[src/rtl/mke_pkg.sv]
// Shared types, constants and lookup tables for the Morse keyer encoder.
// Depends on nothing; every other file of the block imports it.
package mke_pkg;

  // Field widths.
  localparam int CHAR_W     = 8;
  localparam int DOT_W      = 16;
  localparam int DUR_W      = 19;
  localparam int UNIT_W     = 3;
  localparam int PAT_W      = 7;
  localparam int ELEM_W     = 3;
  localparam int TBL_IDX_W  = 6;

  // Number of symbols held in the fixed table.
  localparam int TBL_SIZE   = 55;

  // Segment lengths in dot units.
  localparam logic [UNIT_W-1:0] UNITS_DOT      = 3'd1;
  localparam logic [UNIT_W-1:0] UNITS_DASH     = 3'd3;
  localparam logic [UNIT_W-1:0] UNITS_ELEM_GAP = 3'd1;
  localparam logic [UNIT_W-1:0] UNITS_SPACE    = 3'd6;
  localparam logic [UNIT_W-1:0] UNITS_CHAR_GAP = 3'd2;

  localparam logic [DOT_W-1:0] DOT_LEN_RESET = 16'd150;

  // Case folding bounds and offset.
  localparam logic [CHAR_W-1:0] CHAR_UPPER_A = 8'h41;
  localparam logic [CHAR_W-1:0] CHAR_UPPER_Z = 8'h5a;
  localparam logic [CHAR_W-1:0] CASE_OFFSET  = 8'h20;

  // One symbol: element count and pattern, first element in the MSB,
  // a one meaning dash. The word space is a symbol of its own.
  typedef struct packed {
    logic              space;
    logic [ELEM_W-1:0] len;
    logic [PAT_W-1:0]  pat;
  } mke_sym_t;

  // Back-end sequencer states.
  typedef enum logic [2:0] {
    BK_IDLE,
    BK_MARK,
    BK_ELEM_GAP,
    BK_WORD_GAP,
    BK_CHAR_GAP
  } mke_bk_state_t;

  // Character held at each table slot.
  function automatic logic [CHAR_W-1:0] mke_char_at(input logic [TBL_IDX_W-1:0] idx);
    logic [CHAR_W-1:0] c;
    unique case (idx)
      6'd0:  c = 8'h61;  // a
      6'd1:  c = 8'h62;
      6'd2:  c = 8'h63;
      6'd3:  c = 8'h64;
      6'd4:  c = 8'h65;
      6'd5:  c = 8'h66;
      6'd6:  c = 8'h67;
      6'd7:  c = 8'h68;
      6'd8:  c = 8'h69;
      6'd9:  c = 8'h6a;
      6'd10: c = 8'h6b;
      6'd11: c = 8'h6c;
      6'd12: c = 8'h6d;
      6'd13: c = 8'h6e;
      6'd14: c = 8'h6f;
      6'd15: c = 8'h70;
      6'd16: c = 8'h71;
      6'd17: c = 8'h72;
      6'd18: c = 8'h73;
      6'd19: c = 8'h74;
      6'd20: c = 8'h75;
      6'd21: c = 8'h76;
      6'd22: c = 8'h77;
      6'd23: c = 8'h78;
      6'd24: c = 8'h79;
      6'd25: c = 8'h7a;  // z
      6'd26: c = 8'h30;  // 0
      6'd27: c = 8'h31;
      6'd28: c = 8'h32;
      6'd29: c = 8'h33;
      6'd30: c = 8'h34;
      6'd31: c = 8'h35;
      6'd32: c = 8'h36;
      6'd33: c = 8'h37;
      6'd34: c = 8'h38;
      6'd35: c = 8'h39;  // 9
      6'd36: c = 8'h21;  // !
      6'd37: c = 8'h22;  // double quote
      6'd38: c = 8'h24;  // $
      6'd39: c = 8'h26;  // &
      6'd40: c = 8'h28;  // (
      6'd41: c = 8'h29;  // )
      6'd42: c = 8'h5f;  // _
      6'd43: c = 8'h2b;  // +
      6'd44: c = 8'h3d;  // =
      6'd45: c = 8'h2d;  // -
      6'd46: c = 8'h3a;  // :
      6'd47: c = 8'h3b;  // ;
      6'd48: c = 8'h40;  // @
      6'd49: c = 8'h27;  // apostrophe
      6'd50: c = 8'h2c;  // ,
      6'd51: c = 8'h2e;  // .
      6'd52: c = 8'h2f;  // /
      6'd53: c = 8'h3f;  // ?
      6'd54: c = 8'h20;  // space
      default: c = 8'h00;
    endcase
    return c;
  endfunction

  // Morse pattern held at each table slot.
  function automatic mke_sym_t mke_sym_at(input logic [TBL_IDX_W-1:0] idx);
    mke_sym_t s;
    s.space = 1'b0;
    unique case (idx)
      6'd0:  begin s.len = 3'd2; s.pat = 7'b0100000; end  // .-
      6'd1:  begin s.len = 3'd4; s.pat = 7'b1000000; end  // -...
      6'd2:  begin s.len = 3'd4; s.pat = 7'b1010000; end  // -.-.
      6'd3:  begin s.len = 3'd3; s.pat = 7'b1000000; end  // -..
      6'd4:  begin s.len = 3'd1; s.pat = 7'b0000000; end  // .
      6'd5:  begin s.len = 3'd4; s.pat = 7'b0010000; end  // ..-.
      6'd6:  begin s.len = 3'd3; s.pat = 7'b1100000; end  // --.
      6'd7:  begin s.len = 3'd4; s.pat = 7'b0000000; end  // ....
      6'd8:  begin s.len = 3'd2; s.pat = 7'b0000000; end  // ..
      6'd9:  begin s.len = 3'd4; s.pat = 7'b0111000; end  // .---
      6'd10: begin s.len = 3'd3; s.pat = 7'b1010000; end  // -.-
      6'd11: begin s.len = 3'd4; s.pat = 7'b0100000; end  // .-..
      6'd12: begin s.len = 3'd2; s.pat = 7'b1100000; end  // --
      6'd13: begin s.len = 3'd2; s.pat = 7'b1000000; end  // -.
      6'd14: begin s.len = 3'd3; s.pat = 7'b1110000; end  // ---
      6'd15: begin s.len = 3'd4; s.pat = 7'b0110000; end  // .--.
      6'd16: begin s.len = 3'd4; s.pat = 7'b1101000; end  // --.-
      6'd17: begin s.len = 3'd3; s.pat = 7'b0100000; end  // .-.
      6'd18: begin s.len = 3'd3; s.pat = 7'b0000000; end  // ...
      6'd19: begin s.len = 3'd1; s.pat = 7'b1000000; end  // -
      6'd20: begin s.len = 3'd3; s.pat = 7'b0010000; end  // ..-
      6'd21: begin s.len = 3'd4; s.pat = 7'b0001000; end  // ...-
      6'd22: begin s.len = 3'd3; s.pat = 7'b0110000; end  // .--
      6'd23: begin s.len = 3'd4; s.pat = 7'b1001000; end  // -..-
      6'd24: begin s.len = 3'd4; s.pat = 7'b1011000; end  // -.--
      6'd25: begin s.len = 3'd4; s.pat = 7'b1100000; end  // --..
      6'd26: begin s.len = 3'd5; s.pat = 7'b1111100; end  // -----
      6'd27: begin s.len = 3'd5; s.pat = 7'b0111100; end  // .----
      6'd28: begin s.len = 3'd5; s.pat = 7'b0011100; end  // ..---
      6'd29: begin s.len = 3'd5; s.pat = 7'b0001100; end  // ...--
      6'd30: begin s.len = 3'd5; s.pat = 7'b0000100; end  // ....-
      6'd31: begin s.len = 3'd5; s.pat = 7'b0000000; end  // .....
      6'd32: begin s.len = 3'd5; s.pat = 7'b1000000; end  // -....
      6'd33: begin s.len = 3'd5; s.pat = 7'b1100000; end  // --...
      6'd34: begin s.len = 3'd5; s.pat = 7'b1110000; end  // ---..
      6'd35: begin s.len = 3'd5; s.pat = 7'b1111000; end  // ----.
      6'd36: begin s.len = 3'd6; s.pat = 7'b1010110; end  // -.-.--
      6'd37: begin s.len = 3'd6; s.pat = 7'b0100100; end  // .-..-.
      6'd38: begin s.len = 3'd7; s.pat = 7'b0001001; end  // ...-..-
      6'd39: begin s.len = 3'd5; s.pat = 7'b0100000; end  // .-...
      6'd40: begin s.len = 3'd5; s.pat = 7'b1011000; end  // -.--.
      6'd41: begin s.len = 3'd6; s.pat = 7'b1011010; end  // -.--.-
      6'd42: begin s.len = 3'd6; s.pat = 7'b0011010; end  // ..--.-
      6'd43: begin s.len = 3'd5; s.pat = 7'b0101000; end  // .-.-.
      6'd44: begin s.len = 3'd5; s.pat = 7'b1000100; end  // -...-
      6'd45: begin s.len = 3'd6; s.pat = 7'b1000010; end  // -....-
      6'd46: begin s.len = 3'd6; s.pat = 7'b1110000; end  // ---...
      6'd47: begin s.len = 3'd6; s.pat = 7'b1010100; end  // -.-.-.
      6'd48: begin s.len = 3'd6; s.pat = 7'b0110100; end  // .--.-.
      6'd49: begin s.len = 3'd6; s.pat = 7'b0111100; end  // .----.
      6'd50: begin s.len = 3'd6; s.pat = 7'b1100110; end  // --..--
      6'd51: begin s.len = 3'd6; s.pat = 7'b0101010; end  // .-.-.-
      6'd52: begin s.len = 3'd5; s.pat = 7'b1001000; end  // -..-.
      6'd53: begin s.len = 3'd6; s.pat = 7'b0011000; end  // ..--..
      6'd54: begin s.len = 3'd1; s.pat = 7'b0000000; s.space = 1'b1; end
      default: begin s.len = 3'd1; s.pat = 7'b0000000; end
    endcase
    return s;
  endfunction

endpackage

[src/rtl/mke_front.sv]
// Front end of the Morse keyer encoder: folds case and finds the table slot.
// Depends on mke_pkg for the character table.
module mke_front
  import mke_pkg::*;
#(
  parameter int TABLE_ENTRIES = 55,
  parameter int IDX_W         = 6
) (
  input  logic [CHAR_W-1:0] character,
  output logic              found,
  output logic [IDX_W-1:0]  idx
);

  logic [CHAR_W-1:0] folded;

  // Upper-case letters map onto lower case; all other codes pass unchanged.
  always_comb begin
    if (character >= CHAR_UPPER_A && character <= CHAR_UPPER_Z) begin
      folded = character + CASE_OFFSET;
    end else begin
      folded = character;
    end
  end

  // Compare against every enabled slot; the lowest matching slot wins.
  always_comb begin
    found = 1'b0;
    idx   = '0;
    for (int n = TBL_SIZE - 1; n >= 0; n--) begin
      if (n < TABLE_ENTRIES && mke_char_at(TBL_IDX_W'(n)) == folded) begin
        found = 1'b1;
        idx   = IDX_W'(n);
      end
    end
  end

endmodule

[src/rtl/mke_queue.sv]
// Two-entry queue of table slots between the front end and the sequencer.
// Depends on mke_pkg only for the shared import convention.
module mke_queue
  import mke_pkg::*;
#(
  parameter int W = 6
) (
  input  logic         clk,
  input  logic         rst_n,
  input  logic         push,
  input  logic [W-1:0] push_data,
  output logic         full,
  input  logic         pop,
  output logic         empty,
  output logic [W-1:0] pop_data
);

  logic [W-1:0] mem_r [2];
  logic         wr_ptr_r, wr_ptr_nxt;
  logic         rd_ptr_r, rd_ptr_nxt;
  logic [1:0]   count_r, count_nxt;

  assign full     = count_r[1];
  assign empty    = (count_r == 2'd0);
  assign pop_data = mem_r[rd_ptr_r];

  // Pointer and fill count updates.
  always_comb begin
    wr_ptr_nxt = wr_ptr_r;
    rd_ptr_nxt = rd_ptr_r;
    count_nxt  = count_r;
    if (push && !full) begin
      wr_ptr_nxt = ~wr_ptr_r;
    end
    if (pop && !empty) begin
      rd_ptr_nxt = ~rd_ptr_r;
    end
    if ((push && !full) && !(pop && !empty)) begin
      count_nxt = count_r + 2'd1;
    end else if (!(push && !full) && (pop && !empty)) begin
      count_nxt = count_r - 2'd1;
    end
  end

  always_ff @(posedge clk) begin
    if (!rst_n) begin
      wr_ptr_r <= 1'b0;
      rd_ptr_r <= 1'b0;
      count_r  <= 2'd0;
    end else begin
      wr_ptr_r <= wr_ptr_nxt;
      rd_ptr_r <= rd_ptr_nxt;
      count_r  <= count_nxt;
    end
  end

  // Entry storage.
  always_ff @(posedge clk) begin
    if (push && !full) begin
      mem_r[wr_ptr_r] <= push_data;
    end
  end

endmodule

[src/rtl/mke_back.sv]
// Back end of the Morse keyer encoder: walks one symbol and emits key segments.
// Depends on mke_pkg for the pattern table, unit counts and state type.
module mke_back
  import mke_pkg::*;
#(
  parameter int IDX_W = 6
) (
  input  logic              clk,
  input  logic              rst_n,
  input  logic              q_empty,
  input  logic [IDX_W-1:0]  q_idx,
  output logic              q_pop,
  input  logic              cfg_we,
  input  logic [DOT_W-1:0]  cfg_wdata,
  output logic              out_valid,
  input  logic              out_stall,
  output logic              out_key_on,
  output logic [DUR_W-1:0]  out_duration,
  output logic              out_last
);

  mke_bk_state_t     state_r, state_nxt;
  mke_sym_t          sym_r;
  mke_sym_t          q_sym;
  logic [ELEM_W-1:0] elem_r;
  logic [DOT_W-1:0]  dot_len_r;
  logic              out_valid_r;
  logic              key_on_r;
  logic [DUR_W-1:0]  duration_r;
  logic              last_r;
  logic              adv;
  logic              emit;
  logic              seg_on;
  logic              seg_last;
  logic [UNIT_W-1:0] seg_units;
  logic              elem_done;

  assign q_sym     = mke_sym_at(TBL_IDX_W'(q_idx));
  assign adv       = !out_valid_r || !out_stall;
  assign elem_done = (ELEM_W'(elem_r + 3'd1) == sym_r.len);

  // Next state of the segment sequencer.
  always_comb begin
    state_nxt = state_r;
    unique case (state_r)
      BK_IDLE: begin
        if (!q_empty) begin
          state_nxt = q_sym.space ? BK_WORD_GAP : BK_MARK;
        end
      end
      BK_MARK: begin
        if (adv) begin
          state_nxt = BK_ELEM_GAP;
        end
      end
      BK_ELEM_GAP: begin
        if (adv) begin
          state_nxt = elem_done ? BK_CHAR_GAP : BK_MARK;
        end
      end
      BK_WORD_GAP: begin
        if (adv) begin
          state_nxt = BK_CHAR_GAP;
        end
      end
      BK_CHAR_GAP: begin
        if (adv) begin
          state_nxt = BK_IDLE;
        end
      end
      default: state_nxt = BK_IDLE;
    endcase
  end

  // Segment chosen in each state.
  always_comb begin
    q_pop     = 1'b0;
    emit      = 1'b0;
    seg_on    = 1'b0;
    seg_last  = 1'b0;
    seg_units = UNITS_ELEM_GAP;
    unique case (state_r)
      BK_IDLE: begin
        q_pop = !q_empty;
      end
      BK_MARK: begin
        emit      = adv;
        seg_on    = 1'b1;
        seg_units = sym_r.pat[PAT_W-1] ? UNITS_DASH : UNITS_DOT;
      end
      BK_ELEM_GAP: begin
        emit      = adv;
        seg_units = UNITS_ELEM_GAP;
      end
      BK_WORD_GAP: begin
        emit      = adv;
        seg_units = UNITS_SPACE;
      end
      BK_CHAR_GAP: begin
        emit      = adv;
        seg_last  = 1'b1;
        seg_units = UNITS_CHAR_GAP;
      end
      default: begin
        emit = 1'b0;
      end
    endcase
  end

  // Control state, dot length register and output valid.
  always_ff @(posedge clk) begin
    if (!rst_n) begin
      state_r     <= BK_IDLE;
      dot_len_r   <= DOT_LEN_RESET;
      out_valid_r <= 1'b0;
    end else begin
      state_r <= state_nxt;
      if (cfg_we) begin
        dot_len_r <= cfg_wdata;
      end
      if (emit) begin
        out_valid_r <= 1'b1;
      end else if (!out_stall) begin
        out_valid_r <= 1'b0;
      end
    end
  end

  // Symbol being sent: loaded on pop, pattern shifts after each element gap.
  always_ff @(posedge clk) begin
    if (q_pop) begin
      sym_r  <= q_sym;
      elem_r <= '0;
    end else if (state_r == BK_ELEM_GAP && adv) begin
      sym_r.pat <= sym_r.pat << 1;
      elem_r    <= elem_r + 3'd1;
    end
  end

  // Output register; duration is unit count times dot length.
  always_ff @(posedge clk) begin
    if (emit) begin
      key_on_r   <= seg_on;
      duration_r <= DUR_W'(seg_units) * DUR_W'(dot_len_r);
      last_r     <= seg_last;
    end
  end

  assign out_valid    = out_valid_r;
  assign out_key_on   = key_on_r;
  assign out_duration = duration_r;
  assign out_last     = last_r;

endmodule

[src/rtl/morse_keyer_encoder.sv]
// Top level of the Morse keyer encoder: front end, queue and segment sequencer.
// Depends on mke_pkg, mke_front, mke_queue and mke_back.
//
//   channel | direction | handshake          | payload
//   in_     | in        | in_valid/in_stall   | in_character
//   out_    | out       | out_valid/out_stall | out_key_on, out_duration, out_last
//   cfg_    | in        | cfg_we              | cfg_wdata (dot length)
//
// A known character of n elements gives 2n+1 segments, one per cycle while
// out_stall is low, once the sequencer has taken it from the queue. A space
// gives two segments; an unknown character is accepted and dropped.
// The segment sequencer sets the rate; the two-entry queue lets the front end
// keep accepting while it runs. Reset empties the queue, clears the output and
// sets the dot length to 150. out_stall holds the output register in place.
module morse_keyer_encoder
  import mke_pkg::*;
#(
  parameter int TABLE_ENTRIES = 55
) (
  input  logic              clk,
  input  logic              rst_n,
  input  logic              in_valid,
  output logic              in_stall,
  input  logic [CHAR_W-1:0] in_character,
  output logic              out_valid,
  input  logic              out_stall,
  output logic              out_key_on,
  output logic [DUR_W-1:0]  out_duration,
  output logic              out_last,
  input  logic              cfg_we,
  input  logic [DOT_W-1:0]  cfg_wdata
);

  localparam int IDX_W = (TABLE_ENTRIES > 1) ? $clog2(TABLE_ENTRIES) : 1;

  logic             found;
  logic [IDX_W-1:0] front_idx;
  logic             q_full;
  logic             q_empty;
  logic             q_pop;
  logic [IDX_W-1:0] q_idx;

  // Classify the incoming character.
  mke_front #(
    .TABLE_ENTRIES(TABLE_ENTRIES),
    .IDX_W        (IDX_W)
  ) u_front (
    .character(in_character),
    .found    (found),
    .idx      (front_idx)
  );

  // Hold known characters until the sequencer is free.
  mke_queue #(
    .W(IDX_W)
  ) u_queue (
    .clk      (clk),
    .rst_n    (rst_n),
    .push     (in_valid && found),
    .push_data(front_idx),
    .full     (q_full),
    .pop      (q_pop),
    .empty    (q_empty),
    .pop_data (q_idx)
  );

  assign in_stall = q_full;

  // Expand each symbol into key segments.
  mke_back #(
    .IDX_W(IDX_W)
  ) u_back (
    .clk         (clk),
    .rst_n       (rst_n),
    .q_empty     (q_empty),
    .q_idx       (q_idx),
    .q_pop       (q_pop),
    .cfg_we      (cfg_we),
    .cfg_wdata   (cfg_wdata),
    .out_valid   (out_valid),
    .out_stall   (out_stall),
    .out_key_on  (out_key_on),
    .out_duration(out_duration),
    .out_last    (out_last)
  );

endmodule

[config.mk]
export PLATFORM = sky130hd
export DESIGN_NAME = morse_keyer_encoder
export DESIGN_NICKNAME = d
export VERILOG_FILES = /design/src/rtl/mke_pkg.sv /design/src/rtl/mke_front.sv /design/src/rtl/mke_queue.sv /design/src/rtl/mke_back.sv /design/src/rtl/morse_keyer_encoder.sv
export SDC_FILE = /design/constraint.sdc
export NUM_CORES = 1
export LEC_CHECK = 0
export BUFFER_PORTS_ARGS = -buffer_cell sky130_fd_sc_hd__buf_2
export CAP_MARGIN = 20
export CELL_PAD_IN_SITES_DETAIL_PLACEMENT = 0
export CELL_PAD_IN_SITES_GLOBAL_PLACEMENT = 1
export CORE_ASPECT_RATIO = 1.25
export CORE_MARGIN = 8
export CORE_UTILIZATION = 50
export DETAILED_ROUTE_END_ITERATION = 16
export GPL_ROUTABILITY_DRIVEN = 0
export PLACE_DENSITY_LB_ADDON = 0.3
export SETUP_SLACK_MARGIN = 0.1
export SYNTH_ARGS = -nofsm -noshare
export SYNTH_HDL_FRONTEND = slang
export SYNTH_SLANG_ARGS = --single-unit
[constraint.sdc]
create_clock -name clk -period 6.91 [get_ports clk]
set_input_delay 1.382 -clock clk [delete_from_list [all_inputs] [get_ports clk]]
set_output_delay 1.382 -clock clk [all_outputs]
set_load 0.02 [all_outputs]
==> impl_metrics.env <==
export IMPL_cts_root_buf="clkbuf_16"
export IMPL_fin_nets=747
export IMPL_outcome="complete, no violations"
export IMPL_synthesis_nets=722
export IMPL_die_area_um2=15200
export IMPL_ys_seq_area_share_pct=32.2
export IMPL_rsz0062_at_grt="false"
export IMPL_top_usage_layer="met2"
export IMPL_synth_seq_cells=71
export IMPL_cts_buffers=9
export IMPL_synthDistinctLibCells=75
export IMPL_switching_power_uw=752
export IMPL_ant_nets=0
export IMPL_fin_skew_ns=0.00682
export IMPL_clock_sinks=71
export IMPL_r2r_end="u_back.out_duration[18]"
export IMPL_routed_wl_um=13200
export IMPL_die_height_um=136
export IMPL_final_period_utilization_pct=74.6
export IMPL_drtPass1Iterations=5
export IMPL_synthesis_area_um2=5750
export IMPL_core_area_um2=11400
export IMPL_hold_path_class="reg2reg"
export IMPL_cts_tree="built"
export IMPL_arrival_ns=5.22
export IMPL_die_x_um=112
export IMPL_initial_utilization_pct=50.5
export IMPL_ys_dominant_reg_cell="edfxtp_1"
export IMPL_grt_first_pass_wirelength_um=21800
export IMPL_clk_pin_slew_worst_paths_ns=0.06
export IMPL_critical_path_class="reg2reg"
export IMPL_power_internal_uw=1240
export IMPL_start_kind="flip-flop"
export IMPL_grt_util_met3_pct=3.38
export IMPL_fin_setup_tns_ns=0
export IMPL_vias=4854
export IMPL_final_max_slew_viol_count=0
export IMPL_stdcell_count=824
export IMPL_avgRoutedWirePerCell_um=16.0
export IMPL_grt_max_degree=32
export IMPL_rrSetupSlack_ns=1.76
export IMPL_io_pin_count=52
export IMPL_grt_total_usage_pct=17.2
export IMPL_hold_end="u_back.elem_r[1]"
export IMPL_power_frac_seq_pct=34.1
export IMPL_clock_latency_ns=0.33
export IMPL_synth_async_reset_ratio_pct=0
export IMPL_hp_start="u_back.elem_r[1]"
export IMPL_endpoint_kind="flip-flop"
export IMPL_syn_mean_instance_area_um2=8.76
export IMPL_synth_edf_count=43
export IMPL_slowest_delay_ns=0.75
export IMPL_grt_pass1_vias=4634
export IMPL_path_cells="and3b_1, nor2_1, nand2_1, and2_1, fa_1, ha_1, inv_1, fa_1, nor2b_1, o2111ai_1, a21oi_1, a211oi_1, a21oi_1, a211oi_1, o21ai_0"
export IMPL_area_growth_pct=9.76
export IMPL_swShare_pct=37.8
export IMPL_hold_depth=2
export IMPL_grtUsageMet1_pct=19.8
export IMPL_max_freq_mhz=194
export IMPL_grt_ovfl_total=0
export IMPL_io_buffers=51
export IMPL_htree_levels=3
export IMPL_drt_iter0_markers=265
export IMPL_timing_rr_start="u_back.state_r[2]"
export IMPL_viasPerCell=5.89
export IMPL_hold_buffers=0
export IMPL_drive_gt1_share_pct=14.1
export IMPL_slew_limit_headroom_pct=35.0
export IMPL_antenna_diode_count=0
export IMPL_required_ns=6.98
export IMPL_drc_errors=0
export IMPL_p_comb_share_pct=41.7
export IMPL_worstMarginPinSlew_ns=0.956
export IMPL_peakVddDrop_uv=161
export IMPL_r2r_cells=15
export IMPL_cts_path_max_buffers=2
export IMPL_p_leak_uw=0.00256
export IMPL_nFillCells=1068
export IMPL_met2_usage_pct=30.6
export IMPL_setup_viol=0
export IMPL_syn_inst=657
export IMPL_yosys_warnings=0
export IMPL_max_cap_viol_count=0
export IMPL_place_hpwl_um=9770
export IMPL_crit_fanout=17
export IMPL_pwr_share_clk_pct=24.2
export IMPL_dp_cells=808
export IMPL_crit_slowest_cell="nor2_1"
export IMPL_cts_setup_buffers=0
export IMPL_antenna_found_initial=0
export IMPL_power_density_nw_per_um2=315
export IMPL_rows=44
export IMPL_hold_violations=0
export IMPL_cts_resized=0
export IMPL_period_minus_slack_ns=5.15
-- per-layer routing --
metal,vias to the layer above,wire length (µm)
met1,2262,5510
met4,0,320
met5,-,0
li1,2417,-
met3,28,648
met2,147,6720
-- layout make-up --
cell class | count | area [µm²] | share of cell area (%)
well taps | 138 | 173 | 2.73
clock buffers | 9 | 225 | 3.57
flip-flops and latches | 71 | 1850 | 29.3
repair buffers | 54 | 285 | 4.52
multi-input cells | 518 | 3590 | 56.8
inverters | 28 | 105 | 1.66
clock inverters | 6 | 86.3 | 1.37
-- sequential cells by signal, summed over array words and instances, names as in the netlist, named ones only --
| signal | flops |
|---|---|
| u_back.state_r | 3 |
| u_back.out_duration | 19 |
| u_back.dot_len_r | 16 |
| u_back.elem_r | 3 |
| u_back.out_key_on | 1 |
| u_back.out_last | 1 |
| u_queue.rd_ptr_r | 1 |
| u_queue.count_r | 2 |
| u_back.out_valid | 1 |
| u_back.sym_r | 10 |
| u_queue.wr_ptr_r | 1 |
| u_queue.mem_r | 12 |
-- through the flow --
stage	total power [µW]	util (%)	setup WS [ns]	hold WS, ns	cell area (µm²)
3_3_place_gp	1480	52.6	1.97	0.481	5990
6_report	1990	55.4	1.76	0.497	6320
2_1_floorplan	1320	-	2.97	0.457	5750
5_1_grt	2120	55.4	1.28	0.522	6320
3_5_place_dp	1500	52.6	1.68	0.482	5990
4_1_cts	1990	55.3	1.69	0.492	6300
-- worst max-delay path: cells and delay by family (launching register included) --
kind	cells	cell delay, ns
AND/OR/NAND/NOR	5	2.06
AO/OA/AOI/OAI	6	1.42
adder cells (fa/ha/maj)	3	0.91
flip-flops	1	0.44
buffers and inverters	1	0.08
-- cell usage in the layout (no fill, tap or decap), types with 6 or more instances in the layout --
master     netlist  routed
nand2_1         72      72
nor2_1          59      59
buf_2            6      51
edfxtp_1        43      43
a21oi_1         42      41
o21ai_0         36      36
and2_1          32      32
inv_1           28      28
dfxtp_1         28      28
ha_1            21      21
mux2i_1         17      17
nor2b_1         16      16
xnor2_1         15      15
fa_1            15      15
xor2_1          13      13
nand3_1         12      12
nand2b_1        10      10
nor3_1          10      10
a211oi_1        10      10
clkbuf_16        0       9
o211ai_1         7       7
a31oi_1          7       7
o21a_1           6       6
a21o_1           6       6
-- power groups by stage --
stage | Sequential [µW] | Clock (µW) | Combinational, µW
final | 677 | 482 | 828
after global routing | 690 | 508 | 921
after CTS | 681 | 494 | 818
after detailed placement | 688 | 0 | 813
after global placement | 683 | 0 | 800
after floorplan | 760 | 0 | 555
-- cells in the mapped netlist, types with 5 or more instances --
cell type / count / share of area, %
a211oi_1: 10 / 1.3
a21o_1: 6 / 0.78
a21oi_1: 42 / 3.7
a31oi_1: 7 / 0.76
and2_1: 32 / 3.5
buf_2: 6 / 0.52
clkbuf_1: 23 / 1.5
dfxtp_1: 28 / 9.7
edfxtp_1: 43 / 22
fa_1: 15 / 5.2
ha_1: 21 / 4.6
inv_1: 28 / 1.8
mux2_2: 5 / 0.98
mux2i_1: 17 / 3.0
nand2_1: 72 / 4.7
nand2b_1: 10 / 1.1
nand3_1: 12 / 1.0
nand3b_1: 5 / 0.65
nor2_1: 59 / 3.8
nor2_2: 5 / 0.54
nor2b_1: 16 / 1.7
nor3_1: 10 / 0.87
nor3b_1: 5 / 0.65
o211ai_1: 7 / 0.91
o21a_1: 6 / 0.78
o21ai_0: 36 / 3.1
o22ai_1: 5 / 0.54
o31ai_1: 5 / 0.65
xnor2_1: 15 / 2.3
xor2_1: 13 / 2.0
-- cell families after synthesis --
logic type,synth area share (%)
DFF,32.2
buffers and inverters,5.50
AOI/OAI and AO/OA,21.2
muxes,5.98
and+or+nand+nor,21.1
xor gates and xnor gates,4.26
adders and majority gates,9.78
-- worst max path at each step --
stage                            startpoint                 endpoint  slack (ns)
after global placement    u_back.state_r[2]  u_back.out_duration[18]        1.97
after detailed placement  u_back.state_r[2]  u_back.out_duration[18]        1.68
after floorplan           u_back.state_r[0]  u_back.out_duration[18]        2.97
final                     u_back.state_r[2]  u_back.out_duration[18]        1.76
after CTS                 u_back.state_r[2]  u_back.out_duration[18]        1.69
after global routing      u_back.state_r[2]  u_back.out_duration[18]        1.28
Power figures use the tool's default switching activity.
